### config.mk
export PLATFORM = sky130hd
export DESIGN_NAME = argb_alpha_blend
export DESIGN_NICKNAME = d
export VERILOG_FILES = /design/src/hdl/aab_pkg.sv /design/src/hdl/aab_chan.sv /design/src/hdl/argb_alpha_blend.sv
export SDC_FILE = /design/constraint.sdc
export NUM_CORES = 2
export LEC_CHECK = 0
export ABC_CLOCK_PERIOD_IN_PS = 8300
export BUFFER_PORTS_ARGS = -buffer_cell sky130_fd_sc_hd__buf_2
export CAP_MARGIN = 20
export CORE_MARGIN = 4
export CORE_UTILIZATION = 40
export CTS_CLUSTER_DIAMETER = 40
export DETAILED_ROUTE_END_ITERATION = 8
export GPL_TIMING_DRIVEN = 0
export MAX_ROUTING_LAYER = met4
export PLACE_DENSITY = 0.53
export SLEW_MARGIN = 25
export SYNTH_ARGS = -nofsm -noshare
export SYNTH_HDL_FRONTEND = slang
export SYNTH_HIERARCHICAL = 1
export SYNTH_SLANG_ARGS = --single-unit
export TNS_END_PERCENT = 10
### constraint.sdc
create_clock -name aclk -period 8.3 [get_ports aclk]
set_input_delay 0.415 -clock aclk [delete_from_list [all_inputs] [get_ports aclk]]
set_output_delay 0.415 -clock aclk [all_outputs]
set_load 0.1 [all_outputs]
### src/hdl/aab_pkg.sv
package aab_pkg;

    localparam int unsigned CH_W      = 8;
    localparam int unsigned PIX_W     = 32;
    localparam int unsigned ALPHA_LSB = 24;

    localparam logic [CH_W-1:0] CH_MAX = 8'd255;
    localparam logic [17:0]     DIV2   = 18'd65025;
    localparam logic [17:0]     DIV2X2 = 18'd130050;

    // register indexes of the configuration port
    localparam logic [0:0] REG_USE_LOOKUP   = 1'b0;
    localparam logic [0:0] REG_LOOKUP_ALPHA = 1'b1;

    // load enables of the three channel stages
    typedef struct packed {
        logic s1;
        logic s2;
        logic s3;
    } aab_stage_en_t;

    // floor(x / 255), exact for x up to 65025
    function automatic logic [CH_W-1:0] div255(input logic [15:0] x);
        logic [16:0] t;
        begin
            t = 17'(x) + 17'(x[15:8]) + 17'd1;
            return t[15:8];
        end
    endfunction

    function automatic logic [CH_W-1:0] sat8(input logic [9:0] x);
        begin
            return (x > 10'(CH_MAX)) ? CH_MAX : x[7:0];
        end
    endfunction

endpackage

### src/hdl/aab_chan.sv
module aab_chan
    import aab_pkg::*;
(
    input  logic          aclk,
    input  aab_stage_en_t en,
    input  logic [7:0]    fg_in,
    input  logic [7:0]    bg_in,
    input  logic [7:0]    a1_in,
    input  logic [7:0]    la_in,
    input  logic [15:0]   k_s1,
    input  logic          use_lookup,
    output logic [7:0]    chan_out
);

    // stage 1: byte products
    logic [7:0]  fg1_reg;
    logic [7:0]  bg1_reg;
    logic [15:0] pfg1_reg;
    logic [15:0] plk1_reg;
    logic [15:0] pfg1_next;
    logic [15:0] plk1_next;

    // stage 2: weight times background, first divisions
    logic [23:0] y2_reg;
    logic [7:0]  qfg2_reg;
    logic [8:0]  lk2_reg;
    logic [23:0] y2_next;
    logic [7:0]  qfg2_next;
    logic [8:0]  lk2_next;

    // stage 3: estimated quotient and remainder of the divide by 65025
    logic [7:0]  q03_reg;
    logic [17:0] rem3_reg;
    logic [7:0]  qfg3_reg;
    logic [8:0]  lk3_reg;
    logic [17:0] rem3_next;

    logic [8:0]  q3;
    logic [9:0]  ex3;

    assign pfg1_next = 16'(a1_in) * 16'(fg_in);
    assign plk1_next = 16'(la_in) * 16'(bg_in);

    assign y2_next   = 24'(k_s1) * 24'(bg1_reg);
    assign qfg2_next = div255(pfg1_reg);
    assign lk2_next  = 9'(fg1_reg) + 9'(div255(plk1_reg));

    // y>>16 underestimates floor(y/65025) by at most two
    assign rem3_next = 18'(y2_reg[15:0]) + {1'b0, y2_reg[23:16], 9'b0} - 18'(y2_reg[23:16]);

    always_ff @(posedge aclk) begin
        if (en.s1) begin
            fg1_reg  <= fg_in;
            bg1_reg  <= bg_in;
            pfg1_reg <= pfg1_next;
            plk1_reg <= plk1_next;
        end
        if (en.s2) begin
            y2_reg   <= y2_next;
            qfg2_reg <= qfg2_next;
            lk2_reg  <= lk2_next;
        end
        if (en.s3) begin
            q03_reg  <= y2_reg[23:16];
            rem3_reg <= rem3_next;
            qfg3_reg <= qfg2_reg;
            lk3_reg  <= lk2_reg;
        end
    end

    assign q3  = 9'(q03_reg) + 9'(rem3_reg >= DIV2) + 9'(rem3_reg >= DIV2X2);
    assign ex3 = 10'(qfg3_reg) + 10'(q3);

    assign chan_out = use_lookup ? sat8(10'(lk3_reg)) : sat8(ex3);

endmodule

### src/hdl/argb_alpha_blend.sv
// channel   direction  handshake          payload
// s_        in         s_valid / s_ready  s_src_pixel, s_dst_pixel, s_last_in
// m_        out        m_valid / m_ready  m_result_pixel, m_write_enable, m_last_out
// cfg_      in         cfg_wr_en          cfg_index, cfg_wdata
//
// four register stages; a new word is taken every cycle while the output is not stalled,
// with one 8x8 product, one 16x8 product and the divide-by-65025 remainder step
// each holding a stage of their own.
// reset (aresetn, synchronous) empties the pipeline and clears both registers.
// each stage holds while the one after it is full and stalled, so bubbles fill.
module argb_alpha_blend
    import aab_pkg::*;
(
    input  logic        aclk,
    input  logic        aresetn,

    input  logic        cfg_wr_en,
    input  logic [0:0]  cfg_index,
    input  logic [7:0]  cfg_wdata,

    input  logic        s_valid,
    output logic        s_ready,
    input  logic [31:0] s_src_pixel,
    input  logic [31:0] s_dst_pixel,
    input  logic        s_last_in,

    output logic        m_valid,
    input  logic        m_ready,
    output logic [31:0] m_result_pixel,
    output logic        m_write_enable,
    output logic        m_last_out
);

    logic        use_lookup_reg;
    logic [7:0]  lookup_alpha_reg;

    logic        v1_reg, v2_reg, v3_reg, v4_reg;
    logic        en1, en2, en3, en4;
    aab_stage_en_t chan_en;

    logic [31:0] src1_reg, src2_reg, src3_reg;
    logic [31:0] dst1_reg, dst2_reg, dst3_reg;
    logic        last1_reg, last2_reg, last3_reg;
    logic [15:0] k1_reg;
    logic [7:0]  a1_1_reg, a1_2_reg;
    logic [7:0]  kd2_reg;
    logic [8:0]  na3_reg;

    logic [7:0]  sa0;
    logic [7:0]  a1_0;
    logic [7:0]  a2_0;
    logic [15:0] k1_next;
    logic [8:0]  na3_next;

    logic [31:0] result_reg;
    logic        we_reg;
    logic        last_reg;
    logic [31:0] result_next;
    logic        we_next;

    logic [7:0]  chan3 [3];
    logic [7:0]  sa3;
    logic [7:0]  alpha3;

    always_ff @(posedge aclk) begin
        if (!aresetn) begin
            use_lookup_reg   <= 1'b0;
            lookup_alpha_reg <= 8'd0;
        end else if (cfg_wr_en) begin
            case (cfg_index)
                REG_USE_LOOKUP:   use_lookup_reg   <= cfg_wdata[0];
                REG_LOOKUP_ALPHA: lookup_alpha_reg <= cfg_wdata;
                default: ;
            endcase
        end
    end

    // a stage loads when it is empty or the next stage takes its word
    assign en4 = !v4_reg || m_ready;
    assign en3 = !v3_reg || en4;
    assign en2 = !v2_reg || en3;
    assign en1 = !v1_reg || en2;
    assign s_ready = en1;

    assign chan_en = '{s1: en1, s2: en2, s3: en3};

    always_ff @(posedge aclk) begin
        if (!aresetn) begin
            v1_reg <= 1'b0;
            v2_reg <= 1'b0;
            v3_reg <= 1'b0;
            v4_reg <= 1'b0;
        end else begin
            if (en1) v1_reg <= s_valid;
            if (en2) v2_reg <= v1_reg;
            if (en3) v3_reg <= v2_reg;
            if (en4) v4_reg <= v3_reg;
        end
    end

    assign sa0     = s_src_pixel[31:24];
    assign a1_0    = ~s_src_pixel[31:24];
    assign a2_0    = ~s_dst_pixel[31:24];
    assign k1_next = 16'(sa0) * 16'(a2_0);
    assign na3_next = 9'(a1_2_reg) + 9'(kd2_reg);

    always_ff @(posedge aclk) begin
        if (en1) begin
            src1_reg  <= s_src_pixel;
            dst1_reg  <= s_dst_pixel;
            last1_reg <= s_last_in;
            k1_reg    <= k1_next;
            a1_1_reg  <= a1_0;
        end
        if (en2) begin
            src2_reg  <= src1_reg;
            dst2_reg  <= dst1_reg;
            last2_reg <= last1_reg;
            a1_2_reg  <= a1_1_reg;
            kd2_reg   <= div255(k1_reg);
        end
        if (en3) begin
            src3_reg  <= src2_reg;
            dst3_reg  <= dst2_reg;
            last3_reg <= last2_reg;
            na3_reg   <= na3_next;
        end
    end

    genvar gi;
    generate
        for (gi = 0; gi < 3; gi++) begin : g_chan
            aab_chan u_chan (
                .aclk       (aclk),
                .en         (chan_en),
                .fg_in      (s_src_pixel[gi*CH_W +: CH_W]),
                .bg_in      (s_dst_pixel[gi*CH_W +: CH_W]),
                .a1_in      (a1_0),
                .la_in      (lookup_alpha_reg),
                .k_s1       (k1_reg),
                .use_lookup (use_lookup_reg),
                .chan_out   (chan3[gi])
            );
        end
    endgenerate

    assign sa3 = src3_reg[31:24];
    assign alpha3 = use_lookup_reg ? 8'd0 : (CH_MAX - sat8(10'(na3_reg)));

    always_comb begin
        if (sa3 == 8'd0) begin
            result_next = src3_reg;
            we_next     = 1'b1;
        end else if (sa3 == CH_MAX) begin
            result_next = dst3_reg;
            we_next     = 1'b0;
        end else begin
            result_next = {alpha3, chan3[2], chan3[1], chan3[0]};
            we_next     = 1'b1;
        end
    end

    always_ff @(posedge aclk) begin
        if (en4) begin
            result_reg <= result_next;
            we_reg     <= we_next;
            last_reg   <= last3_reg;
        end
    end

    assign m_valid        = v4_reg;
    assign m_result_pixel = result_reg;
    assign m_write_enable = we_reg;
    assign m_last_out     = last_reg;

`ifndef SYNTHESIS
    // a full stage behind a stalled output keeps its word
    a_stage3_hold: assert property (@(posedge aclk) disable iff (!aresetn)
        (v4_reg && !m_ready && v3_reg) |=> (v3_reg && $stable(src3_reg) && $stable(na3_reg)))
        else $error("stage 3 word lost under output stall");

    // accepted word reaches stage 1
    a_accept_fill: assert property (@(posedge aclk) disable iff (!aresetn)
        (s_valid && s_ready) |=> v1_reg)
        else $error("accepted word not in stage 1");

    // exact-mode coverage never exceeds full
    a_alpha_range: assert property (@(posedge aclk) disable iff (!aresetn)
        v3_reg |-> (na3_reg <= 9'(CH_MAX)))
        else $error("blend alpha out of range");
`endif

endmodule

==> reports/results.txt <==
Cells on worst reg2reg path - 15
First-pass GRT wire length - 208 mm
Mapped Area - 55100 sq um
EDFF count, synth - 674
Initial core utilization - 40.5%
Hold Violations, Final - 0
Worst R2R Start - g_chan[0].u_chan/bg1_reg[5]$_DFFE_PP_
Yosys Warn Count - 6
Fin Clk Skew - 0.0368 ns
P&R area growth vs syn - 13.9%
CTS root buffer - clkbuf_16
Synth top area share - 36.7%
Most used cell along the critical path - fa_1
Leading post-synthesis cells by cell area - edfxtp_1, fa_1, ha_1
Peak Freq - 175 MHz
CP max stage delay - 0.71 ns
FFs w/ async S/R, synth - 0%
Wire per inst - 18.4 um
Hold path endpoint - g_chan[0].u_chan/fg1_reg[4]$_DFFE_PP_
Total CTS buffers - 111
Commonest cells post-synth - inv_1, edfxtp_1, ha_1
Fin. max-slew vios - 0
# rows - 135
Fraction of layout cells with a size suffix above 1 - 7.89%
Register area share after synthesis - 37.2%
Sequential cell area - 20500 sq um
Dpl hpwl - 101 mm
CTS tree - built
Crit-path cells - dlygate4sd3_1 -> buf_2 -> inv_1 -> clkbuf_1 -> nand2_1 -> fa_1 -> fa_1 -> inv_1 -> fa_1 -> fa_1 -> ha_1 -> o21a_1 -> o31a_1 -> o211ai_1 -> a21oi_1 -> a2111oi_1 -> a21oi_1 -> xnor2_1
Via count - 36200
Detailed Route Iter0 Violations - 2040
Largest net degree at the start of global routing - 75
Worst-margin pin slew - 0.969 ns
Final setup viols - 0
Status - finished, final reports clean
Post-Synthesis Mean Instance Area - 11.2 sq um
Fill count - 12800
Gr usage total - 19.2%
Die H - 379 um
Hold_buf cts - 28
Syn Nets - 6141
Element type at the critical path end - register
Area of the multi-input gates - 31600 sq um
Dominant synthesized flop cell - edfxtp_1
Hold_sp - s_src_pixel[4]
Die Width - 379 um
Hold Path Stages - 1
Slew margin rel. - 35.3%
Core ar. - 136000 sq um
Die area - 144000 sq um
Most common cell in the netlist - inv_1
CP required - 8.75 ns
Detail Route Antenna Nets - 0
Slack of the worst reg-to-reg path - 2.68 ns
H-tree depth - 3
Post_cts resized - 0
GPL Wtd Cong - 0.822
Max Cap Viol - 0
Synth Instances - 4942
Setup TNS Final - 0 ns
Min Tclk post-route - 5.71 ns
Crit path DAT - 6.15 ns
Max FO, Critical Path - 10
Fin area - 62800 sq um
Crit path launch type - primary input
Library cells used by synthesis - 87
DR pass1 iterations - 5
Number of flip-flops in the largest register - 72
Final WL - 131 mm
CTS Sinks - 687
IO buf count - 112
Clock latency on the worst-skew pair - 0.72 ns
Top Ports - 115
Layout Nets - 6436
Grt ovf - 0
Tcrit/Tclk final - 68.8%
Yosys reg bits - 687
Via/cell ratio - 5.09
Initial antenna violation count - 8
Crit Path Class - primary input to register
Cell taking the most area after synthesis - edfxtp_1
DRC viols - 0
Setup repair bufs after CTS - 0
CTS clk-pin slew, worst paths - 0.06 ns
Vias in the first global route - 36800
Hold Path Class - primary input to register
Worst r2r dst - g_chan[0].u_chan/y2_reg[23]$_DFFE_PP_
RSZ-0062 raised after global routing - no
Worst-path cell with the longest stage delay - inv_1
Max clock buf depth - 3
Placed inst area - 58800 sq um
## critical path, delay by kind of cell
family	cells	cell delay, ns
xor+xnor	1	0.16
fa+ha+maj	5	2.29
buf+inv	5	1.87
simple gates	1	0.12
compound gates	6	1.29
## how the worst max path moves through the flow
stage	endpoint	start	slack [ns]	cells after the start
finish	g_chan[0].u_chan/pfg1_reg[15]$_DFFE_PP_	s_src_pixel[29]	2.59	18
global route	g_chan[0].u_chan/pfg1_reg[15]$_DFFE_PP_	s_src_pixel[29]	2.22	18
CTS	g_chan[0].u_chan/pfg1_reg[15]$_DFFE_PP_	s_src_pixel[29]	2.58	18
detailed placement	g_chan[0].u_chan/pfg1_reg[15]$_DFFE_PP_	s_src_pixel[29]	2.33	17
global placement	s_ready	m_ready	-1.89	5
floorplan	a1_1_reg[0]$_DFFE_PP_	m_valid$_SDFFE_PN0P_	0.46	3
## metal layers
metal | vias up | GRT usage [%] | wire, um
met5 | - | - | 0
met4 | 0 | 5.51 | 3320
met3 | 160 | 2.56 | 5420
met2 | 641 | 30.1 | 61200
met1 | 18100 | 26.2 | 60900
li1 | 17300 | - | -
## kinds of logic (layout without fill, tap and decap cells)
group / count (synthesis) / after routing / share of synthesized area, %
XOR/XNOR: 258 / 258 / 4.10
AND/OR/NAND/NOR: 1389 / 1389 / 12.3
AO/OA/AOI/OAI: 653 / 653 / 7.95
flip-flops: 687 / 687 / 37.2
adder cells (fa/ha/maj): 1120 / 1120 / 32.5
other: 0 / 3 / 0
buffers and inverters: 806 / 1197 / 5.51
multiplexers: 29 / 29 / 0.526
## layout by cell type, fill, tap and decap left out, drive strengths merged, types with 24 or more instances in the layout
master	instances
inv	782
edfxtp	674
ha	603
nand2	539
fa	517
and2	378
a21oi	211
nor2	196
xnor2	194
clkbuf	167
buf	165
o21ai	105
a21o	82
xor2	64
nand3	56
nand2b	46
nor3	39
nor2b	35
clkinv	34
o21a	32
a211oi	30
o211ai	29
mux2i	29
dlygate4sd3	28
and3	25
nand4	24
o22a	24
## layout make-up
cell class	instances	area share, %
well taps	1781	3.55
diodes	3	0.0119
clock inverters	92	1.50
repair buffers	182	2.63
multi-input cells	3449	50.3
clock buffers	117	4.49
plain buffers	61	0.388
inverters	745	4.47
flip-flops and latches	687	32.6
## through the flow
step / util (%) / instances / hold WS [ns] / worst slack [ns]
floorplan: - / 4942 / 0.400 / 0.463
global placement: 42.6 / 6835 / 0.400 / -1.89
detailed placement: 43.2 / 6877 / 0.405 / 2.33
CTS: 46.1 / 7114 / 0.00235 / 2.58
global route: 46.1 / 7114 / 0.0452 / 2.22
finish: 46.2 / 7117 / 0.0654 / 2.59
Power is not shown: default switching activity piles up to over one toggle a cycle in this logic, so the estimate is an artifact.
